===== src/rtl/core/trwd_pkg.sv =====
// ----------------------------------------------------------------------------
// trwd_pkg: shared definitions for the transfer rate watchdog
// Field widths, event kinds, register indexes, datapath operations and the
// status bundle returned from the datapath to the controller.
// ----------------------------------------------------------------------------
package trwd_pkg;

    localparam int MAX_WINDOW_DEF = 64;

    localparam int TICK_W  = 40;
    localparam int BYTES_W = 24;
    localparam int SEC_W   = 24;
    localparam int TOTAL_W = 32;
    localparam int IN_W    = 64;
    localparam int OUT_W   = 48;

    localparam logic [SEC_W-1:0] SEC_NONE = 24'hFFFFFF;
    localparam logic [SEC_W-1:0] SEC_MAX  = 24'hFFFFFE;

    localparam int TICKS_PER_SECOND = 100;
    localparam int LAST_CHUNK_GRACE = 400;
    localparam int DIV_STEPS        = 40;

    // Tick differences at or above this value give the saturated second count.
    localparam logic [39:0] SEC_SAT_TICKS = 40'd1677721500;
    // Reciprocal of 25 scaled by 2^34; exact while the tick count divided by four is below 2^29.
    localparam logic [29:0] SEC_RECIP     = 30'd687194768;

    localparam logic [6:0]  WINDOW_RESET      = 7'd30;
    localparam logic [23:0] MIN_RATE_RESET    = 24'd7000;
    localparam logic [15:0] REPLY_DELAY_RESET = 16'd60;

    // Configuration register indexes.
    localparam logic [1:0] CFG_WINDOW      = 2'd0;
    localparam logic [1:0] CFG_MIN_RATE    = 2'd1;
    localparam logic [1:0] CFG_REPLY_DELAY = 2'd2;

    // Event kinds.
    localparam logic [2:0] KIND_SENT      = 3'd0;
    localparam logic [2:0] KIND_RECV      = 3'd1;
    localparam logic [2:0] KIND_UP_START  = 3'd2;
    localparam logic [2:0] KIND_UP_END    = 3'd3;
    localparam logic [2:0] KIND_REDIRECT  = 3'd4;
    localparam logic [2:0] KIND_DONE      = 3'd5;
    localparam logic [2:0] KIND_MAYBE_END = 3'd6;

    typedef logic [4:0] op_t;

    // Datapath operations.
    localparam op_t OP_NONE     = 5'd0;
    localparam op_t OP_LOAD     = 5'd1;
    localparam op_t OP_PHASE    = 5'd2;
    localparam op_t OP_DIV      = 5'd3;
    localparam op_t OP_SEC      = 5'd4;
    localparam op_t OP_SAME_WR  = 5'd5;
    localparam op_t OP_ZRD      = 5'd6;
    localparam op_t OP_ZWR      = 5'd7;
    localparam op_t OP_ADV      = 5'd8;
    localparam op_t OP_MOD_DONE = 5'd9;
    localparam op_t OP_FIN_RD   = 5'd10;
    localparam op_t OP_FIN_WR   = 5'd11;
    localparam op_t OP_EVAL     = 5'd12;
    localparam op_t OP_SRD      = 5'd13;
    localparam op_t OP_SWR      = 5'd14;
    localparam op_t OP_STALL    = 5'd15;
    localparam op_t OP_OUT      = 5'd16;
    localparam op_t OP_SCALE    = 5'd17;

    typedef struct packed {
        logic measure;
        logic first;
        logic same;
        logic steps_nz;
        logic zmore;
        logic extra_zero;
        logic abort_cond;
        logic total_ge;
        logic smore;
        logic out_free;
    } status_t;

endpackage


===== src/rtl/core/trwd_ctrl.sv =====
// ----------------------------------------------------------------------------
// trwd_ctrl: watchdog controller
// Sequences the datapath through phase handling, the seconds scaling, the
// bucket skip and refill, the stall search and the result hand-off.
// ----------------------------------------------------------------------------
module trwd_ctrl (
    input  logic              clk,
    input  logic              rst_n,
    input  logic              s_tvalid,
    output logic              s_tready,
    input  trwd_pkg::status_t status,
    output trwd_pkg::op_t     op
);

    localparam int CNTW = $clog2(trwd_pkg::DIV_STEPS);

    localparam logic [4:0] S_IDLE     = 5'd0;
    localparam logic [4:0] S_PHASE    = 5'd1;
    localparam logic [4:0] S_DIV      = 5'd2;
    localparam logic [4:0] S_SEC      = 5'd3;
    localparam logic [4:0] S_SAME     = 5'd4;
    localparam logic [4:0] S_ZRD      = 5'd5;
    localparam logic [4:0] S_ZWR      = 5'd6;
    localparam logic [4:0] S_ADV      = 5'd7;
    localparam logic [4:0] S_MOD      = 5'd8;
    localparam logic [4:0] S_MOD_DONE = 5'd9;
    localparam logic [4:0] S_FRD      = 5'd10;
    localparam logic [4:0] S_FWR      = 5'd11;
    localparam logic [4:0] S_EVAL     = 5'd12;
    localparam logic [4:0] S_SRD      = 5'd13;
    localparam logic [4:0] S_SWR      = 5'd14;
    localparam logic [4:0] S_STALL    = 5'd15;
    localparam logic [4:0] S_OUT      = 5'd16;

    logic [4:0]      state_reg, state_next;
    logic [CNTW-1:0] cnt_reg, cnt_next;
    logic            div_last;

    assign s_tready = (state_reg == S_IDLE);
    assign div_last = (cnt_reg == CNTW'(trwd_pkg::DIV_STEPS - 1));
    assign cnt_next = (state_reg == S_MOD) ? cnt_reg + CNTW'(1) : '0;

    always_comb
    begin
        state_next = state_reg;
        op         = trwd_pkg::OP_NONE;
        case (state_reg)
            S_IDLE:
            begin
                if (s_tvalid)
                begin
                    op         = trwd_pkg::OP_LOAD;
                    state_next = S_PHASE;
                end
            end
            S_PHASE:
            begin
                op         = trwd_pkg::OP_PHASE;
                state_next = status.measure ? S_DIV : S_OUT;
            end
            S_DIV:
            begin
                op         = trwd_pkg::OP_SCALE;
                state_next = S_SEC;
            end
            S_SEC:
            begin
                op = trwd_pkg::OP_SEC;
                if (status.first)
                begin
                    state_next = S_OUT;
                end
                else if (status.same)
                begin
                    state_next = S_SAME;
                end
                else
                begin
                    state_next = status.steps_nz ? S_ZRD : S_ADV;
                end
            end
            S_SAME:
            begin
                op         = trwd_pkg::OP_SAME_WR;
                state_next = S_OUT;
            end
            S_ZRD:
            begin
                op         = trwd_pkg::OP_ZRD;
                state_next = S_ZWR;
            end
            S_ZWR:
            begin
                op         = trwd_pkg::OP_ZWR;
                state_next = status.zmore ? S_ZRD : S_ADV;
            end
            S_ADV:
            begin
                op         = trwd_pkg::OP_ADV;
                state_next = status.extra_zero ? S_FRD : S_MOD;
            end
            S_MOD:
            begin
                op = trwd_pkg::OP_DIV;
                if (div_last)
                begin
                    state_next = S_MOD_DONE;
                end
            end
            S_MOD_DONE:
            begin
                op         = trwd_pkg::OP_MOD_DONE;
                state_next = S_FRD;
            end
            S_FRD:
            begin
                op         = trwd_pkg::OP_FIN_RD;
                state_next = S_FWR;
            end
            S_FWR:
            begin
                op         = trwd_pkg::OP_FIN_WR;
                state_next = S_EVAL;
            end
            S_EVAL:
            begin
                op = trwd_pkg::OP_EVAL;
                if (status.abort_cond)
                begin
                    state_next = S_OUT;
                end
                else
                begin
                    state_next = status.total_ge ? S_SRD : S_STALL;
                end
            end
            S_SRD:
            begin
                op         = trwd_pkg::OP_SRD;
                state_next = S_SWR;
            end
            S_SWR:
            begin
                op         = trwd_pkg::OP_SWR;
                state_next = status.smore ? S_SRD : S_STALL;
            end
            S_STALL:
            begin
                op         = trwd_pkg::OP_STALL;
                state_next = S_OUT;
            end
            S_OUT:
            begin
                if (status.out_free)
                begin
                    op         = trwd_pkg::OP_OUT;
                    state_next = S_IDLE;
                end
            end
            default:
            begin
                state_next = S_IDLE;
            end
        endcase
    end

    always_ff @(posedge clk or negedge rst_n)
    begin
        if (!rst_n)
        begin
            state_reg <= S_IDLE;
            cnt_reg   <= '0;
        end
        else
        begin
            state_reg <= state_next;
            cnt_reg   <= cnt_next;
        end
    end

endmodule


===== config.mk =====
export PLATFORM = sky130hd
export DESIGN_NAME = trwd_ctrl
export DESIGN_NICKNAME = d
export VERILOG_FILES = /design/src/rtl/core/trwd_pkg.sv /design/src/rtl/core/trwd_ctrl.sv
export SDC_FILE = /design/constraint.sdc
export NUM_CORES = 1
export LEC_CHECK = 0
export ABC_CLOCK_PERIOD_IN_PS = 2600
export BUFFER_PORTS_ARGS = -buffer_cell sky130_fd_sc_hd__buf_2
export CORE_ASPECT_RATIO = 0.75
export CORE_MARGIN = 2
export CORE_UTILIZATION = 43
export CTS_CLUSTER_DIAMETER = 60
export DETAILED_ROUTE_END_ITERATION = 16
export PLACE_DENSITY_LB_ADDON = 0.05
export SYNTH_ARGS = -nofsm -noshare
export SYNTH_HDL_FRONTEND = slang
export SYNTH_SLANG_ARGS = --single-unit

===== constraint.sdc =====
create_clock -name clk -period 2.6 [get_ports clk]
set_input_delay 0.78 -clock clk [delete_from_list [all_inputs] [get_ports clk]]
set_output_delay 0.78 -clock clk [all_outputs]
set_load 0.01 [all_outputs]

### Yosys cells after proc, flatten, opt, wreduce, memory -nomap -nowiden

Cells that the tools add are included.

| word-level totals | value |
|---|---|
| register bits after elaboration | 11 |
| latch bits | 0 |
| memory bits (writable) | 0 |
| bits in read-only memories | 0 |
| output and inout bits | 6 |
| memories kept | 0 |

| operators by class | value |
|---|---|
| $add $sub $neg | 1 |
| multiply operators | 0 |
| div/mod/pow operators | 0 |
| order comparisons | 0 |
| eq/ne operators | 20 |
| shift-type cells | 0 |
| multiplexer cells | 17 |
| bitwise gates (word level) | 0 |
| reduce and logical (&&, ||, !) cells | 3 |

Operators with widths:

| operator | number |
|---|---|
| $pmux W5 S17 | 1 |
| $pmux W5 S16 | 1 |
| $eq A5 B4 Y1 const B | 8 |
| $mux W5 | 7 |
| $eq A5 B3 Y1 const B | 4 |
| $mux W2 | 6 |
| $eq A5 B2 Y1 const B | 2 |
| $add A6 B1 Y6 const B | 1 |
| $eq A6 B6 Y1 const B | 1 |
| $mux W6 | 1 |
| $ne A2 B2 Y1 const B | 3 |
| $eq A5 B1 Y1 const B | 1 |
| $eq A5 B5 Y1 const B | 1 |
| $logic_not A5 Y1 | 1 |
| $reduce_and A3 Y1 | 1 |
| $reduce_or A2 Y1 | 1 |
| $mux W1 | 1 |

### Depth between registers and ports, before layout

Gate-level depths: netlist of run 1.

| logic depth | value |
|---|---|
| depth in word-level cells | 4 |
| gate-level depth with buffers | 6 |
| mapped depth without buffers | 4 |

### Worst setup path before layout of run 1

No wires, ideal clock.

| timing path | value |
|---|---|
| kind | input to output |
| start point | input port status[0] (netlist name) |
| end point | output port op[4] |
| arrival | 1.507 ns |
| setup slack | 0.313 ns |
| cell stages on the path | 2 |
| cells stage by stage | nand3b_1 > a2111oi_0 |

| on the way | value |
|---|---|
| word-level cells in the longest chain between the ends | 2 |

Ends and longest elaborated chain:

| element | line | source |
|---|---|---|
| start: declaration | trwd_ctrl.sv:11 | `input trwd_pkg::status_t status,` |
| $mux W5 | trwd_ctrl.sv:154 | `if (status.out_free)` |
| $pmux W5 S17 | trwd_ctrl.sv:47 | `case (state_reg)` |
| end: declaration | trwd_ctrl.sv:12 | `output trwd_pkg::op_t op` |

Every way passes these cells.

### Final worst setup path of run 1

| timing path | value |
|---|---|
| start point | register state_reg[2] |
| end point | output port op[1] |

| on the way | value |
|---|---|
| word-level cells in the longest chain between the ends | 2 |
| elaborated cells on any way between the ends | 18 |
| those cells by class | eq/ne: 16; mux: 1; reduce/logical: 1 |

Ends and longest elaborated chain:

| element | line | source |
|---|---|---|
| start: declaration | trwd_ctrl.sv:35 | `logic [4:0] state_reg, state_next;` |
| start signal: assignment | trwd_ctrl.sv:176 | `state_reg <= state_next;` |
| $eq A5 B5 Y1 (tied with other cells) | trwd_ctrl.sv:47 |  |
| $pmux W5 S17 (*) | trwd_ctrl.sv:47 |  |

Mark *: on every way between the ends. The rest lies on a longest branch, timed or not.

==> results of run 1 <==
placed cells by master, fill, tap and decap left out, drive strengths merged, types with 4 or more instances in the layout:
cell,synthesis,layout
clkbuf,3,4
dfrtp,11,11
nand2b,4,4
nor2,18,18
inv,4,4
buf,3,20
a21oi,4,4
nand2,9,9
nand3,4,4
o21ai,5,5
report_power, final:
group,switching (mW),internal (mW)
registers,0.0919,0.198
logic,0.185,0.169
clock network,0.0539,0.0594
total,0.331,0.427
worst reg2reg max path: stages, from the launching register on:
cell and delay, ns:
dfrtp_1 0.53, buf_4 0.22, inv_2 0.05, or4_1 0.50, a211oi_1 0.25, or4_1 0.15
routing by layer:
layer  up-vias  track usage  part of all wire
li1        392            -                 -
met1       356        0.302              0.51
met2        18        0.266              0.44
met3         0       0.0657             0.052
met4         0       0.0385                 0
met5         -            0                 0
cell type report:
class                           count  area [um2]
Fill cell                         185         802
Tap cell                           22        27.5
Sequential cell                    11         277
Inverter                            4        15.0
Timing Repair Buffer               20         105
Clock buffer                        4        26.3
Multi-Input combinational cell     78         455
cells by family after synthesis:
group | Yosys count | share of synthesized area
AND/OR/NAND/NOR | 52 | 0.337
AO/OA/AOI/OAI | 19 | 0.169
flip-flops | 11 | 0.357
buffers and inverters | 10 | 0.0535
XOR/XNOR | 6 | 0.0681
adder cells (fa/ha/maj) | 1 | 0.0162
worst min path at each step:
stage          startpoint           end  slack, ns
6_report            rst_n  state_reg[4]       0.36
3_3_place_gp   cnt_reg[0]    cnt_reg[0]       0.45
2_1_floorplan  cnt_reg[0]    cnt_reg[0]       0.43
3_5_place_dp   cnt_reg[0]    cnt_reg[0]       0.46
4_1_cts             rst_n  state_reg[4]       0.36
5_1_grt             rst_n    cnt_reg[1]       0.36
through the flow:
step / setup WS, ns / hold slack, ns
final: 0.225 / 0.361
after global routing: 0.0649 / 0.364
after CTS: 0.0996 / 0.363
after detailed placement: 0.325 / 0.459
after global placement: 0.364 / 0.452
after floorplan: 0.313 / 0.433
synthesized netlist by cell type, types with 3 or more instances:
cell type  instances
xor2_1             3
clkbuf_1           3
a21oi_1            4
nand2b_1           4
o21ai_0            5
xnor2_1            3
nor2_1            18
inv_1              3
buf_2              3
nor3_1             3
nand2_1            9
dfrtp_1           11
nand3_1            4
==> flow_summary.json, run 1 <==
{
  "ff2ff_setup_slack_ns": 0.82,
  "synth_area_um2": 772,
  "drive_above_1_share": 0.222,
  "synth_nets": 113,
  "cts_setup_buffers": 0,
  "dp.cells": 135,
  "yosys-top-cells-area": "dfrtp_1 (36%), nor2_1 (8.8%), nand2_1 (4.4%)",
  "critPathTopFamily": "flip-flops",
  "drtPass1Iterations": 4,
  "skew_ns": 0.00593,
  "fin_crit_ns": 2.37,
  "synth_cell_types": 33,
  "vias": 766,
  "antennaDiodeCount": 0,
  "critPathKind": "flip-flop to output port",
  "largest_reg_flops": 6,
  "tns_ns": 0,
  "antenna_left": 0,
  "status": "finished, final reports clean",
  "viasPerCell": 5.51,
  "htree_levels": 1,
  "totalWireLength_um": 1900,
  "powerDensity_nw_per_um2": 837,
  "reg2reg_to": "state_reg[1]",
  "syn_to_final_growth_pct": 17.3,
  "startpoint": "state_reg[2]",
  "reg2regPathDepth": 5,
  "grt_pass1_vias": 607,
  "max_stage_delay_ns": 0.49,
  "hold_viol_final": 0,
  "numCtsBuffers": 3,
  "hpwl_um": 1380,
  "min_period_over_period": 0.913,
  "drc": 0,
  "synthCells": 99,
  "p_leak_nw": 0.407,
  "final_cell_count_no_fill": 139,
  "synth_ff_type": "dfrtp_1",
  "clk_latency_ns": 0.27,
  "gp_congestion": 0.805,
  "drtIter0Drc": 15,
  "critical_path_depth": 6,
  "track_usage": 0.198,
  "hp-class": "primary input to asynchronous set/reset pin",
  "start_util": 0.452,
  "wl_per_cell_um": 13.6,
  "synth-seq-cells": 11,
  "synth_top_area_share": 0.357,
  "finalSetupViolations": 0,
  "fin_nets": 132,
  "cts.repair.resized": 0,
  "slowest_stage": "dfrtp_1",
  "crit_path_end": "op[1]",
  "grt_setup_unrepaired": "no",
  "startpoint_type": "flip-flop",
  "holdBufCountCts": 0,
  "die-width_um": 52.9,
  "die_h_um": 40.7,
  "crit_fanout": 10,
  "worstPathBufferInverterCount": 3,
  "max_clock_freq_ghz": 0.421,
  "worstPathCellList": "buf_4 > inv_2 > a21oi_1 > o221a_2 > nor2_1 > buf_2",
  "gr-total-overflow": 0,
  "totalPowerFinal_mw": 0.758,
  "async_reset_ff_frac": 1.00,
  "grt_max_degree": 20,
  "synth_top_cell_by_area": "dfrtp_1",
  "tightest_slew_ns": 0.546,
  "grt_first_pass_wirelength_um": 2890,
  "maxCapViolations": 0,
  "yosysSeqAreaShare": 0.357,
  "maxSlewHeadroom": 0.636,
  "synth.avg_cell_area_um2": 7.80,
  "die_area_um2": 2150,
  "crit_required_ns": 1.82,
  "placed_area_um2": 878,
  "numPortBuffers": 18,
  "core_area_um2": 1710,
  "timing.rr.start": "state_reg[2]",
  "vdd_ir_drop_max_uv": 655,
  "synth_edf_count": 0,
  "worst_setup_path_end_kind": "output port",
  "cts_tree": "built",
  "stdcell_area_um2": 906,
  "cts.clk_slew.worst_paths_ns": 0.07,
  "utilization": 0.530,
  "worst_ep_arrival_time_ns": 1.59,
  "cts_max_path_buffers": 2,
  "cts-root-buf": "clkbuf_4",
  "yosysWarningCount": 0,
  "num_rows": 13,
  "antenna_found_initial": 0,
  "io_pins": 19,
  "cts.sink_count": 11,
  "maxSlewViolCount": 0
}
No activity file was read; power rests on OpenSTA's default activity.
==> run 2: changes to the inputs <==
--- a/config.mk
+++ b/config.mk
@@ -5,10 +5,9 @@
 export SDC_FILE = /design/constraint.sdc
 export NUM_CORES = 1
 export LEC_CHECK = 0
-export ABC_CLOCK_PERIOD_IN_PS = 2600
+export ABC_CLOCK_PERIOD_IN_PS = 3020
 export BUFFER_PORTS_ARGS = -buffer_cell sky130_fd_sc_hd__buf_2
 export CORE_ASPECT_RATIO = 0.75
-export CORE_MARGIN = 2
 export CORE_UTILIZATION = 43
 export CTS_CLUSTER_DIAMETER = 60
 export DETAILED_ROUTE_END_ITERATION = 16
==> constraint.sdc (replaced) <==
create_clock -name clk -period 3.02 [get_ports clk]
set_input_delay 0.906 -clock clk [delete_from_list [all_inputs] [get_ports clk]]
set_output_delay 0.906 -clock clk [all_outputs]
set_load 0.01 [all_outputs]
==> flow_summary.json, run 2 (synthesis results as in run 1) <==
{
  "status": "finished, final reports clean",
  "syn_to_final_growth_pct": 15.1,
  "skew_ns": 0.00205,
  "fin_nets": 130,
  "antennaDiodeCount": 0,
  "final_cell_count_no_fill": 136,
  "io_pins": 19,
  "gr-total-overflow": 0,
  "min_period_over_period": 0.883,
  "utilization": 0.563,
  "grt_setup_unrepaired": "no",
  "cts_max_path_buffers": 2,
  "critPathKind": "flip-flop to output port",
  "maxCapViolations": 0,
  "cts.repair.resized": 0,
  "cts_setup_buffers": 0,
  "powerDensity_nw_per_um2": 711,
  "cts.sink_count": 11,
  "placed_area_um2": 862,
  "drtIter0Drc": 28,
  "htree_levels": 1,
  "final_cell_mix": "nor2_1 (18), buf_2 (18), dfrtp_1 (11)",
  "hold_viol_final": 0,
  "numCtsBuffers": 3,
  "track_usage": 0.220,
  "grt_pass1_vias": 656,
  "cts_tree": "built",
  "tightest_slew_ns": 0.541,
  "maxSlewViolCount": 0,
  "numPortBuffers": 18,
  "totalPowerFinal_mw": 0.632,
  "max_clock_freq_ghz": 0.375,
  "vdd_ir_drop_max_uv": 501,
  "die_h_um": 38.7,
  "start_util": 0.490,
  "die-width_um": 50.9,
  "die_area_um2": 1970,
  "finalSetupViolations": 0,
  "crit_fanout": 16,
  "holdBufCountCts": 0,
  "wl_per_cell_um": 13.0,
  "slowest_stage": "dfrtp_1",
  "drc": 0,
  "viasPerCell": 5.59,
  "startpoint_type": "flip-flop",
  "gp_congestion": 0.842,
  "totalWireLength_um": 1770,
  "hp-class": "flip-flop to flip-flop",
  "core_area_um2": 1580,
  "drtPass1Iterations": 4,
  "critPathTopFamily": "flip-flops",
  "maxSlewHeadroom": 0.639,
  "vias": 760,
  "clk_latency_ns": 0.26,
  "tns_ns": 0,
  "worst_ep_arrival_time_ns": 1.76,
  "crit_required_ns": 2.11,
  "grt_first_pass_wirelength_um": 3040,
  "drive_above_1_share": 0.200,
  "num_rows": 12,
  "fin_crit_ns": 2.67,
  "worst_setup_path_end_kind": "output port",
  "fillers": 154,
  "antenna_found_initial": 0,
  "largest_reg_flops": 6,
  "antenna_left": 0,
  "max_stage_delay_ns": 0.67,
  "dp.cells": 132,
  "hpwl_um": 1300,
  "worstPathCellList": "and2_1 > a21oi_1 > o221a_2 > nor2_1 > buf_2",
  "p_leak_nw": 0.397,
  "stdcell_area_um2": 888,
  "cts.clk_slew.worst_paths_ns": 0.06,
  "worstPathBufferInverterCount": 1,
  "cts-root-buf": "clkbuf_4",
  "grt_max_degree": 20
}
==> run 2: cell count changes in the layout (fill, tap and decap cells not counted), sizes merged <==
cell | previous run | this run
buf | 20 | 18
==> run 2: worst register-to-register path: cells and delay by family, from the launching register on <==
| kind | cells | cell delay [ns] |
|---|---|---|
| AO/OA/AOI/OAI | 1 | 0.09 |
| flip-flops | 1 | 0.67 |
| AND/OR/NAND/NOR | 3 | 0.88 |
==> run 2: metal layers <==
layer  vias to the layer above  share of wire  GRT usage
met5                         -              0          0
met3                         0          0.075     0.0863
met4                         0              0     0.0347
met1                       344           0.53      0.330
met2                        31           0.40      0.289
li1                        385              -          -
==> run 2: path summary, 6_finish.rpt <==
path                         startpoint      endpoint  slack, ns  cells past startpoint
min                          cnt_reg[0]    cnt_reg[0]       0.46                      1
max in group asynchronous         rst_n  state_reg[2]       2.34                      1
min reg2reg                  cnt_reg[0]    cnt_reg[0]       0.46                      1
min in group asynchronous         rst_n    cnt_reg[3]       0.49                      1
max reg2reg                state_reg[2]  state_reg[1]       1.26                      4
max                        state_reg[2]         op[1]       0.35                      5
==> run 2: through the flow <==
step                hold slack (ns)  setup WS [ns]
floorplan                     0.433          0.481
detailed placement            0.455          0.501
finish                        0.461          0.353
CTS                           0.464          0.341
global route                  0.494          0.190
global placement              0.453          0.518
==> run 2: layout make-up <==
type / instances / area [um2] / area share
well taps: 21 / 26.3 / 0.0296
inverters: 4 / 15.0 / 0.0169
flip-flops and latches: 11 / 275 / 0.310
multi-input cells: 78 / 455 / 0.513
repair buffers: 18 / 90.1 / 0.101
clock buffers: 4 / 26.3 / 0.0296
==> run 2: where the power goes <==
part           internal [mW]  total [mW]  leakage, nW  switching, mW
clock                 0.0511      0.0966       0.0150         0.0455
sequential             0.169       0.264        0.150         0.0945
combinational          0.136       0.272        0.232          0.136
